===== src/rtl/athm_pkg.sv =====
`default_nettype none

package athm_pkg;

  // Window depth and field widths
  localparam int WINDOW    = 16;
  localparam int ADC_W     = 12;
  localparam int TEMP_W    = 16;
  localparam int CFG_W     = 16;
  localparam int CFG_IDX_W = 2;

  // Scaling: centidegrees = sum * 33000 / (4095 * count)
  localparam int ADC_FULL = 4095;
  localparam int SCALE    = 33000;

  localparam int PTR_W  = (WINDOW > 1) ? $clog2(WINDOW) : 1;
  localparam int CNT_W  = $clog2(WINDOW + 1);
  localparam int SUM_W  = $clog2(WINDOW * ADC_FULL + 1);
  localparam int NUM_W  = SUM_W + TEMP_W;
  localparam int DEN_W  = SUM_W;
  localparam int ITER_W = $clog2(NUM_W + 1);

  // Queue between intake and core
  localparam int QDEPTH = 2;
  localparam int QPTR_W = (QDEPTH > 1) ? $clog2(QDEPTH) : 1;
  localparam int QCNT_W = $clog2(QDEPTH + 1);

  // Register map
  localparam logic [CFG_IDX_W-1:0] REG_HOT  = CFG_IDX_W'(0);
  localparam logic [CFG_IDX_W-1:0] REG_COLD = CFG_IDX_W'(1);

  localparam logic [CFG_W-1:0] HOT_RESET  = CFG_W'(2800);
  localparam logic [CFG_W-1:0] COLD_RESET = CFG_W'(2600);

  typedef enum logic [2:0] {
    ST_IDLE,
    ST_SUM,
    ST_MUL,
    ST_GO,
    ST_DIV,
    ST_DONE
  } core_state_t;

  typedef struct packed {
    logic busy;
    logic done;
  } div_stat_t;

endpackage

`default_nettype wire


===== src/rtl/athm_queue.sv =====
`default_nettype none

// Intake: small sample FIFO decoupling the input channel from the core.
module athm_queue (
  input  wire logic                        clk,
  input  wire logic                        rst,
  input  wire logic                        sample_valid,
  output logic                             sample_ready,
  input  wire logic [athm_pkg::ADC_W-1:0]  raw_sample,
  output logic                             q_valid,
  output logic [athm_pkg::ADC_W-1:0]       q_data,
  input  wire logic                        q_pop
);

  logic [athm_pkg::ADC_W-1:0]  slots [athm_pkg::QDEPTH];
  logic [athm_pkg::QPTR_W-1:0] wr_ptr;
  logic [athm_pkg::QPTR_W-1:0] rd_ptr;
  logic [athm_pkg::QCNT_W-1:0] count;
  logic                        push;
  logic                        pop;

  assign sample_ready = (count != athm_pkg::QCNT_W'(athm_pkg::QDEPTH));
  assign q_valid      = (count != '0);
  assign q_data       = slots[rd_ptr];
  assign push         = sample_valid && sample_ready;
  assign pop          = q_pop && q_valid;

  function automatic logic [athm_pkg::QPTR_W-1:0] bump(input logic [athm_pkg::QPTR_W-1:0] p);
    if (p == athm_pkg::QPTR_W'(athm_pkg::QDEPTH - 1)) begin
      return '0;
    end
    return p + 1'b1;
  endfunction

  always_ff @(posedge clk) begin
    if (rst) begin
      wr_ptr <= '0;
      rd_ptr <= '0;
      count  <= '0;
    end else begin
      if (push) begin
        wr_ptr <= bump(wr_ptr);
      end
      if (pop) begin
        rd_ptr <= bump(rd_ptr);
      end
      if (push && !pop) begin
        count <= count + 1'b1;
      end else if (pop && !push) begin
        count <= count - 1'b1;
      end
    end
  end

  always_ff @(posedge clk) begin
    if (push) begin
      slots[wr_ptr] <= raw_sample;
    end
  end

endmodule

`default_nettype wire


===== src/rtl/athm_div.sv =====
`default_nettype none

// Restoring divider, one quotient bit per cycle.
module athm_div (
  input  wire logic                        clk,
  input  wire logic                        rst,
  input  wire logic                        start,
  input  wire logic [athm_pkg::NUM_W-1:0]  numer,
  input  wire logic [athm_pkg::DEN_W-1:0]  denom,
  output logic [athm_pkg::TEMP_W-1:0]      quot,
  output athm_pkg::div_stat_t              stat
);

  logic                        busy;
  logic                        done;
  logic [athm_pkg::ITER_W-1:0] iter;
  logic [athm_pkg::DEN_W-1:0]  rem;
  logic [athm_pkg::DEN_W-1:0]  den;
  logic [athm_pkg::NUM_W-1:0]  q;
  logic [athm_pkg::DEN_W:0]    trial;
  logic                        ge;

  assign trial = {rem, q[athm_pkg::NUM_W-1]};
  assign ge    = (trial >= {1'b0, den});

  assign quot      = q[athm_pkg::TEMP_W-1:0];
  assign stat.busy = busy;
  assign stat.done = done;

  always_ff @(posedge clk) begin
    if (rst) begin
      busy <= 1'b0;
      done <= 1'b0;
      iter <= '0;
    end else begin
      done <= 1'b0;
      if (start) begin
        busy <= 1'b1;
        iter <= athm_pkg::ITER_W'(athm_pkg::NUM_W);
      end else if (busy) begin
        iter <= iter - 1'b1;
        if (iter == athm_pkg::ITER_W'(1)) begin
          busy <= 1'b0;
          done <= 1'b1;
        end
      end
    end
  end

  always_ff @(posedge clk) begin
    if (start) begin
      q   <= numer;
      rem <= '0;
      den <= denom;
    end else if (busy) begin
      rem <= ge ? athm_pkg::DEN_W'(trial - {1'b0, den}) : trial[athm_pkg::DEN_W-1:0];
      q   <= {q[athm_pkg::NUM_W-2:0], ge};
    end
  end

endmodule

`default_nettype wire


===== src/rtl/athm_core.sv =====
`default_nettype none

// Back end: window ring, running sum, scaling, divide, hysteresis, result register.
module athm_core (
  input  wire logic                           clk,
  input  wire logic                           rst,
  input  wire logic                           q_valid,
  input  wire logic [athm_pkg::ADC_W-1:0]     q_data,
  output logic                                q_pop,
  input  wire logic                           cfg_we,
  input  wire logic [athm_pkg::CFG_IDX_W-1:0] cfg_index,
  input  wire logic [athm_pkg::CFG_W-1:0]     cfg_data,
  output logic                                result_valid,
  input  wire logic                           result_ready,
  output logic [athm_pkg::TEMP_W-1:0]         filtered_temp_centi,
  output logic                                heater_drive,
  output logic                                heater_switched
);

  athm_pkg::core_state_t state;
  athm_pkg::core_state_t state_next;

  logic [athm_pkg::ADC_W-1:0]  ring [athm_pkg::WINDOW];
  logic [athm_pkg::ADC_W-1:0]  old_sample;
  logic [athm_pkg::ADC_W-1:0]  sample;
  logic [athm_pkg::PTR_W-1:0]  wr_ptr;
  logic [athm_pkg::CNT_W-1:0]  fill_count;
  logic [athm_pkg::SUM_W-1:0]  sum;
  logic [athm_pkg::SUM_W-1:0]  sum_next;
  logic [athm_pkg::SUM_W:0]    sum_adj;
  logic                        full;
  logic [athm_pkg::NUM_W-1:0]  numer;
  logic [athm_pkg::DEN_W-1:0]  denom;
  logic [athm_pkg::CFG_W-1:0]  hot_threshold;
  logic [athm_pkg::CFG_W-1:0]  cold_threshold;
  logic                        heater_state;
  logic                        heater_next;
  logic                        div_start;
  logic                        load;
  logic [athm_pkg::TEMP_W-1:0] quot;
  athm_pkg::div_stat_t         div_stat;

  athm_div u_div (
    .clk   (clk),
    .rst   (rst),
    .start (div_start),
    .numer (numer),
    .denom (denom),
    .quot  (quot),
    .stat  (div_stat)
  );

  // Thresholds
  always_ff @(posedge clk) begin
    if (rst) begin
      hot_threshold  <= athm_pkg::HOT_RESET;
      cold_threshold <= athm_pkg::COLD_RESET;
    end else if (cfg_we) begin
      if (cfg_index == athm_pkg::REG_HOT) begin
        hot_threshold <= cfg_data;
      end else if (cfg_index == athm_pkg::REG_COLD) begin
        cold_threshold <= cfg_data;
      end
    end
  end

  // Sequencer
  always_ff @(posedge clk) begin
    if (rst) begin
      state <= athm_pkg::ST_IDLE;
    end else begin
      state <= state_next;
    end
  end

  always_comb begin
    state_next = state;
    q_pop      = 1'b0;
    div_start  = 1'b0;
    load       = 1'b0;
    unique case (state)
      athm_pkg::ST_IDLE: begin
        if (q_valid) begin
          q_pop      = 1'b1;
          state_next = athm_pkg::ST_SUM;
        end
      end
      athm_pkg::ST_SUM: begin
        state_next = athm_pkg::ST_MUL;
      end
      athm_pkg::ST_MUL: begin
        state_next = athm_pkg::ST_GO;
      end
      athm_pkg::ST_GO: begin
        div_start  = 1'b1;
        state_next = athm_pkg::ST_DIV;
      end
      athm_pkg::ST_DIV: begin
        if (div_stat.done) begin
          state_next = athm_pkg::ST_DONE;
        end
      end
      athm_pkg::ST_DONE: begin
        if (!result_valid || result_ready) begin
          load       = 1'b1;
          state_next = athm_pkg::ST_IDLE;
        end
      end
      default: begin
        state_next = athm_pkg::ST_IDLE;
      end
    endcase
  end

  // Window bookkeeping
  assign full     = (fill_count == athm_pkg::CNT_W'(athm_pkg::WINDOW));
  assign sum_adj  = full ? ({1'b0, sum} - (athm_pkg::SUM_W + 1)'(old_sample)) : {1'b0, sum};
  assign sum_next = athm_pkg::SUM_W'(sum_adj + (athm_pkg::SUM_W + 1)'(sample));

  always_ff @(posedge clk) begin
    if (rst) begin
      wr_ptr     <= '0;
      fill_count <= '0;
      sum        <= '0;
    end else if (state == athm_pkg::ST_SUM) begin
      sum <= sum_next;
      if (!full) begin
        fill_count <= fill_count + 1'b1;
      end
      if (wr_ptr == athm_pkg::PTR_W'(athm_pkg::WINDOW - 1)) begin
        wr_ptr <= '0;
      end else begin
        wr_ptr <= wr_ptr + 1'b1;
      end
    end
  end

  // Ring: read oldest entry on pop, overwrite it in the next cycle (ST_SUM)
  always_ff @(posedge clk) begin
    if (q_pop) begin
      sample     <= q_data;
      old_sample <= ring[wr_ptr];
    end
    if (state == athm_pkg::ST_SUM) begin
      ring[wr_ptr] <= sample;
    end
  end

  // Scale numerator and window divisor
  always_ff @(posedge clk) begin
    if (state == athm_pkg::ST_MUL) begin
      numer <= athm_pkg::NUM_W'(sum) * athm_pkg::NUM_W'(athm_pkg::SCALE);
      denom <= athm_pkg::DEN_W'(fill_count) * athm_pkg::DEN_W'(athm_pkg::ADC_FULL);
    end
  end

  // Hysteresis; hot test wins when thresholds cross
  always_comb begin
    if (quot > hot_threshold) begin
      heater_next = 1'b0;
    end else if (quot < cold_threshold) begin
      heater_next = 1'b1;
    end else begin
      heater_next = heater_state;
    end
  end

  always_ff @(posedge clk) begin
    if (rst) begin
      result_valid <= 1'b0;
      heater_state <= 1'b0;
    end else begin
      if (load) begin
        result_valid <= 1'b1;
        heater_state <= heater_next;
      end else if (result_ready) begin
        result_valid <= 1'b0;
      end
    end
  end

  always_ff @(posedge clk) begin
    if (load) begin
      filtered_temp_centi <= quot;
      heater_switched     <= (heater_next != heater_state);
    end
  end

  assign heater_drive = heater_state;

`ifndef ASSERT_OFF
  a_fill_bound: assert property (@(posedge clk) disable iff (rst)
    fill_count <= athm_pkg::CNT_W'(athm_pkg::WINDOW))
    else $error("fill count beyond window");

  a_ptr_bound: assert property (@(posedge clk) disable iff (rst)
    wr_ptr <= athm_pkg::PTR_W'(athm_pkg::WINDOW - 1))
    else $error("write pointer beyond window");

  a_div_done_state: assert property (@(posedge clk) disable iff (rst)
    div_stat.done |-> state == athm_pkg::ST_DIV)
    else $error("divider finished outside divide state");

  a_div_busy_state: assert property (@(posedge clk) disable iff (rst)
    div_stat.busy |-> state == athm_pkg::ST_DIV)
    else $error("divider running outside divide state");

  a_load_from_done: assert property (@(posedge clk) disable iff (rst)
    $rose(result_valid) |-> $past(state == athm_pkg::ST_DONE))
    else $error("result loaded outside done state");

  a_pop_idle: assert property (@(posedge clk) disable iff (rst)
    q_pop |=> state == athm_pkg::ST_SUM)
    else $error("pop not followed by sum update");
`endif

endmodule

`default_nettype wire


===== src/rtl/averaged_hysteresis_thermostat_top.sv =====
`default_nettype none

// Channel   Signals                                          Dir  Handshake
// sample    raw_sample                                       in   sample_valid / sample_ready
// result    filtered_temp_centi, heater_drive, heater_switched out result_valid / result_ready
// config    cfg_index, cfg_data                              in   cfg_we, no wait
//
// One beat in gives one beat out. The core works on one sample at a time, in the
// steps pop, sum update, multiply, divider start, the bit-serial divide over the
// 32-bit scaled sum with its done flag, and result load.
// A two-beat sample queue takes samples while the core is busy, until it fills; the
// result register holds a finished beat while the core may pop the next sample.
// The core waits in its load step while the previous result beat is unaccepted.
// Synchronous active-high rst clears queue, window, sum and heater and reloads the reset thresholds.
// The sample ring needs no clearing: the fill count gates every use of it.
module averaged_hysteresis_thermostat_top (
  input  wire logic                           clk,
  input  wire logic                           rst,
  input  wire logic                           sample_valid,
  output logic                                sample_ready,
  input  wire logic [athm_pkg::ADC_W-1:0]     raw_sample,
  output logic                                result_valid,
  input  wire logic                           result_ready,
  output logic [athm_pkg::TEMP_W-1:0]         filtered_temp_centi,
  output logic                                heater_drive,
  output logic                                heater_switched,
  input  wire logic                           cfg_we,
  input  wire logic [athm_pkg::CFG_IDX_W-1:0] cfg_index,
  input  wire logic [athm_pkg::CFG_W-1:0]     cfg_data
);

  logic                       q_valid;
  logic [athm_pkg::ADC_W-1:0] q_data;
  logic                       q_pop;

  // Front: intake queue
  athm_queue u_queue (
    .clk          (clk),
    .rst          (rst),
    .sample_valid (sample_valid),
    .sample_ready (sample_ready),
    .raw_sample   (raw_sample),
    .q_valid      (q_valid),
    .q_data       (q_data),
    .q_pop        (q_pop)
  );

  // Back: averaging, divide, hysteresis, result register
  athm_core u_core (
    .clk                 (clk),
    .rst                 (rst),
    .q_valid             (q_valid),
    .q_data              (q_data),
    .q_pop               (q_pop),
    .cfg_we              (cfg_we),
    .cfg_index           (cfg_index),
    .cfg_data            (cfg_data),
    .result_valid        (result_valid),
    .result_ready        (result_ready),
    .filtered_temp_centi (filtered_temp_centi),
    .heater_drive        (heater_drive),
    .heater_switched     (heater_switched)
  );

endmodule

`default_nettype wire


===== config.mk =====
export PLATFORM = sky130hd
export DESIGN_NAME = averaged_hysteresis_thermostat_top
export DESIGN_NICKNAME = d
export VERILOG_FILES = /design/src/rtl/athm_pkg.sv /design/src/rtl/athm_queue.sv /design/src/rtl/athm_div.sv /design/src/rtl/athm_core.sv /design/src/rtl/averaged_hysteresis_thermostat_top.sv
export SDC_FILE = /design/constraint.sdc
export NUM_CORES = 1
export LEC_CHECK = 0
export BUFFER_PORTS_ARGS = -buffer_cell sky130_fd_sc_hd__buf_2
export CAP_MARGIN = 20
export CORE_ASPECT_RATIO = 1.75
export CORE_MARGIN = 2
export CORE_UTILIZATION = 55
export DETAILED_ROUTE_END_ITERATION = 10
export MAX_ROUTING_LAYER = met4
export PLACE_DENSITY = 0.82
export SYNTH_ARGS = -nofsm -noshare
export SYNTH_HDL_FRONTEND = slang
export SYNTH_HIERARCHICAL = 1
export SYNTH_SLANG_ARGS = --single-unit

===== constraint.sdc =====
create_clock -name clk -period 4.83 [get_ports clk]
set_input_delay 0.483 -clock clk [delete_from_list [all_inputs] [get_ports clk]]
set_output_delay 0.483 -clock clk [all_outputs]
set_load 0.02 [all_outputs]

Word-level counts from Yosys, hierarchy flattened
Memory sizes are Yosys's and may differ from the RTL's. A register that Yosys moved wholly into a read port is not among the register bits. Index checks and enable logic that the tools add are counted.

Register bits after elaboration: 200. Bits in writable memories: 216. Input bits: 35. Output and inout port bits: 20. Logic and storage cells: 117. Memories: 2.

Memory list: u_core.ring (depth 16, bits a word 12, read ports 1, clocked after Yosys merged registers in 1, write ports 1, line athm_core.sv:23) `logic [athm_pkg::ADC_W-1:0] ring [athm_pkg::WINDOW];`; u_queue.slots (depth 2, bits a word 12, read ports 1, clocked after Yosys merged registers in 1, write ports 1, line athm_queue.sv:15) `logic [athm_pkg::ADC_W-1:0] slots [athm_pkg::QDEPTH];`.

Add/subtract/negate cells: 10. $mul: 2. $lt $le $gt $ge: 3. Eq/ne operators: 14. Mux-type cells: 40. Bitwise gates (word level): 3. Reduce and logical (&&, ||, !) cells: 20.

Operator list (number): 32-bit 2-to-1 mux (2); 16-bit 2-to-1 mux (2); 16-bit by 13-bit multiplier with 29-bit output (second input constant) (1); 1-bit 2-to-1 mux (27); 3-bit case mux with 6 select lines (1); 17-bit by 16-bit greater-or-equal comparator with 1-bit output (1); 16-bit by 12-bit adder with 16-bit output (1); 16-bit greater-than comparator (1); 16-bit less-than comparator (1); 5-bit by 12-bit multiplier with 16-bit output (second input constant) (1); 16-bit by 12-bit subtractor with 16-bit output (1); 16-bit subtractor (1); 6-bit 2-to-1 mux (2); 3-bit 2-to-1 mux (3); 2-bit nonzero test (4); 3-bit by 2-bit equality test with 1-bit output (second input constant) (2); 3-bit equality test (second input constant) (2); 6-bit by 1-bit equality test with 1-bit output (second input constant) (1); 2-bit != test (second input constant) (3); 3-bit AND reduction (2); 6-bit by 1-bit subtractor with 6-bit output (second input constant) (1); 5-bit by 1-bit adder with 5-bit output (second input constant) (1); 5-bit equality test (second input constant) (1); 4-bit by 1-bit adder with 4-bit output (second input constant) (1); 19 further kinds (29).

Longest topological paths before layout
Depth after elaboration: 7. Depth in mapped cells: 20. Mapped depth without buffers: 19.

Modules after synthesis
The synthesis kept the hierarchy.

Modules (own cells, without submodules): athm_core (instances 1, cells an instance 1366, area an instance 17850.9 um^2, seq. area each 9589.2 um^2); athm_div (instances 1, cells an instance 370, area an instance 4002.6 um^2, seq. area each 1921.8 um^2); athm_queue (instances 1, cells an instance 61, area an instance 1091.0 um^2, seq. area each 820.8 um^2).

Worst setup path before layout
Ideal clock, no wire load.

Path type: reg-to-reg. From: register u_queue/count[1] (netlist bit). To: register u_queue/count[1] (netlist bit). Setup time: 70 ps. Arrival time: 4698 ps. Data required time: 4760 ps. Path slack: 62 ps. Cell stages (with the launch flop): 7. Path buffers: 0. Period minus slack after synthesis: 4768 ps. Cell sequence: dfxtp_1 > or2_2 > nor4b_1 > o21ai_0 > ha_1 > or3_1 > a21oi_1.

Cells in the longest elaborated chain, start to end: 7. Elaborated cells on any way between the ends: 15. Those cells by class: add/sub (2); eq/ne (1); mux (4); reduce/logical (8).

RTL lines: start, declared (line athm_queue.sv:18) `logic [athm_pkg::QCNT_W-1:0] count;`; start signal, assigned (line athm_queue.sv:48) `count <= count + 1'b1;`; start signal, assigned (line athm_queue.sv:50) `count <= count - 1'b1;`; 2-bit nonzero test * (line athm_queue.sv:23) `assign q_valid = (count != '0);`; via q_valid (line averaged_hysteresis_thermostat_top.sv:32) `logic q_valid;`; 1-bit 2-to-1 mux * (line athm_core.sv:83) `if (q_valid) begin`; 1-bit 2-to-1 mux * (line athm_core.sv:81) `unique case (state)`; via q_pop (line averaged_hysteresis_thermostat_top.sv:34) `logic q_pop;`; 1-bit logical AND * (line athm_queue.sv:26) `assign pop = q_pop && q_valid;`; 1-bit logical NOT (line athm_queue.sv:47) `if (push && !pop) begin`; 1-bit logical AND (line athm_queue.sv:47); 2-bit 2-to-1 mux / 2-bit nonzero test (equally long branches).

Mark *: on every way through the listed nets, which the timed path passes. The rest lies on a longest branch. The select of a mux whose other input is x is not followed. A chain may end at the register's enable or synchronous reset.

Final worst setup path
From: register u_core/sum[2] (netlist bit). To: register u_core/numer[30] (netlist bit), data pin.

Cells in the longest elaborated chain, start to end: 1.

RTL lines: start, declared (line athm_core.sv:28) `logic [athm_pkg::SUM_W-1:0] sum;`; start signal, assigned (line athm_core.sv:126) `sum <= sum_next;`; 16-bit by 13-bit multiplier with 29-bit output (line athm_core.sv:152) `numer <= athm_pkg::NUM_W'(sum) * athm_pkg::NUM_W'(athm_pkg::SCALE);`; end signal, assigned (line athm_core.sv:152); end, declared (line athm_core.sv:32) `logic [athm_pkg::NUM_W-1:0] numer;`.

Every way passes these cells.

==> flow_summary.ini <==
[route]
wl_um = 47700
drc = 0
viasPerCell = 5.84
first_iter_violations = 960
num_vias = 14400
antenna_left = 0
wl_per_cell_um = 19.4
drt-pass1-iter-count = 8

[floorplan]
rows = 99
start_util_pct = 55.4
dieWidth_um = 158
dieArea_um2 = 43400
ios = 55
core_um2 = 41400
die_h_um = 274

[timing]
drv_slew = 0
fin_setup_tns_ps = 0
relSlewSlack_pct = 30.2
hold_viol = 0
fmax_mhz = 216
setup_viol = 0
fin_skew_ps = 22.7
period_minus_slack_ps = 4640
worst_slew_pin_slew_ps = 1050
min_period_over_period_pct = 96.1
rsz0062_at_grt = true
hold_slack_ps = 96.9

[power_and_ir_drop]
switching_share_pct = 36.4
p_switching_uw = 5470
p_comb_share_pct = 38.3
p_seq_share_pct = 39.1
p_int_uw = 9580
total_leakage_power_uw = 0.00997
vdd_drop_max_v = 0.000448
p_per_area_nw_per_um2 = 592
power.share.clock_pct = 22.6

[cts]
clock_path_buffers = 3
insertion_delay_ps = 570
cts-root-buf = clkbuf_16
cts_setup_buffers = 0
numCtsBuffers = 41
htree_levels = 2
cts_tree = built
clkTransAtPathRegs_ps = 70
cts.sinks = 441

[global_route]
grt.overflow.total = 0
grt_pass1_vias = 15300
track_usage_pct = 23.0
grt_max_degree = 61
grt_antenna_before_repair = 0
grt_pass1_wl_um = 75700

[final_layout]
drive_gt1_share_pct = 17.0
num_antenna_cells = 0
fillers = 3030
finish.net_count = 2131
design_area_um2 = 25400
area_growth_pct = 10.9

[critical_path]
reg2reg_slack_ps = 190
timing.rr.end = u_core/numer[30]
timing.rr.start = u_core/sum[2]
worstPathArrival_ps = 4950
crit_type = reg -> reg
critical_path_required_ps = 5140
crit_fanout = 6
critPathCaptureType = flip-flop
r2r_cells = 18
worstSetupStartpointType = flip-flop

[placement]
dp_hpwl_um = 33200
portBuffers = 54
placed_cell_area_um2 = 24000
gp_congestion = 0.920

[worst_hold_path]
min_to = u_queue/slots[1][2]
worstHoldStart = raw_sample[2]
worstHoldPathType = in -> reg
hold_depth = 1

[yosys]
yosys_warnings = 6
syn_area_per_cell_um2 = 12.8
syn_inst = 1796
synth_area_um2 = 22900

[job]
cap_viol_max_count = 0

[status]
status = completed
## stage by stage
step                      setup WS (ps)  util, %  total power, uW  cells
after global placement              159     57.8            11200   2377
final                               191     61.5            15100   2458
after CTS                         -27.4     61.4            15000   2458
after floorplan                    62.3        -            10000   1798
after detailed placement          -71.8     57.9            11500   2382
after global routing              -32.8     61.5            16000   2458
## state kept, by name, indices dropped and copies added, names as in the netlist, 24 cells and up, named ones only
register and count:
u_core/ring 192, u_core/numer 29, u_core/u_div/q 32, u_queue/slots 24
## how the worst max path moves through the flow
stage / start / end
global route: u_core/sum[2] / u_core/numer[30]
finish: u_core/sum[2] / u_core/numer[30]
global placement: u_core/sum[4] / u_core/numer[19]
floorplan: u_queue/count[1] / u_queue/count[1]
detailed placement: u_core/sum[2] / u_core/numer[30]
CTS: u_core/sum[2] / u_core/numer[30]
## routing by layer
layer	up-vias	share of wire, %	global-route usage, %
met4	0	5.7	12.9
met3	190	4.3	3.11
li1	6632	-	-
met5	-	0	-
met2	504	55	43.0
met1	7037	35	22.2
## layout by cell type, fill, tap and decap left out, drive strengths merged, types with 12 or more instances in the layout
cell,n
nor3,33
nor2b,12
nand2,133
edfxtp,350
xnor2,47
fa,48
a211oi,12
a21oi,98
clkinv,15
nor2,102
inv,199
nand3,22
ha,178
mux2,46
buf,102
o21ai,61
xor2,26
a21o,30
o21a,15
nand2b,14
clkbuf,48
mux4,60
dfxtp,91
o211ai,16
## final cells by class
cell class,instances,area (um^2),area share [%]
multi-input cells,1090,9600,37.7
clock inverters,28,350,1.38
flip-flops and latches,441,12300,48.5
well taps,555,694,2.73
repair buffers,102,666,2.62
clock buffers,48,1060,4.17
inverters,194,728,2.86
## critical path, cell delays in order (launching register included)
cell	delay, ps
dfxtp_2	350
ha_1	320
fa_1	470
ha_1	310
ha_1	280
inv_1	70
fa_1	480
inv_1	80
ha_1	190
inv_1	60
fa_1	400
nor2b_1	180
o31a_1	210
o2111ai_2	180
a31oi_4	230
a211oi_2	120
o21bai_2	210
nand3_1	110
xnor2_1	130
## timing repair
action | in CTS | in global routing
gates resized for setup | 2 | 17
setup endpoints to repair | 4 | 12
hold buffers | 0 | 0
pin swaps | 0 | 4
## power by group through the flow
stage	Sequential, uW	Combinational [uW]	Clock [uW]
final	5880	5770	3410
after global placement	5900	5280	0
after CTS	5890	5690	3460
after detailed placement	5960	5570	0
after floorplan	5610	4420	0
after global routing	5990	6390	3600
Power figures use the tool's default switching activity.
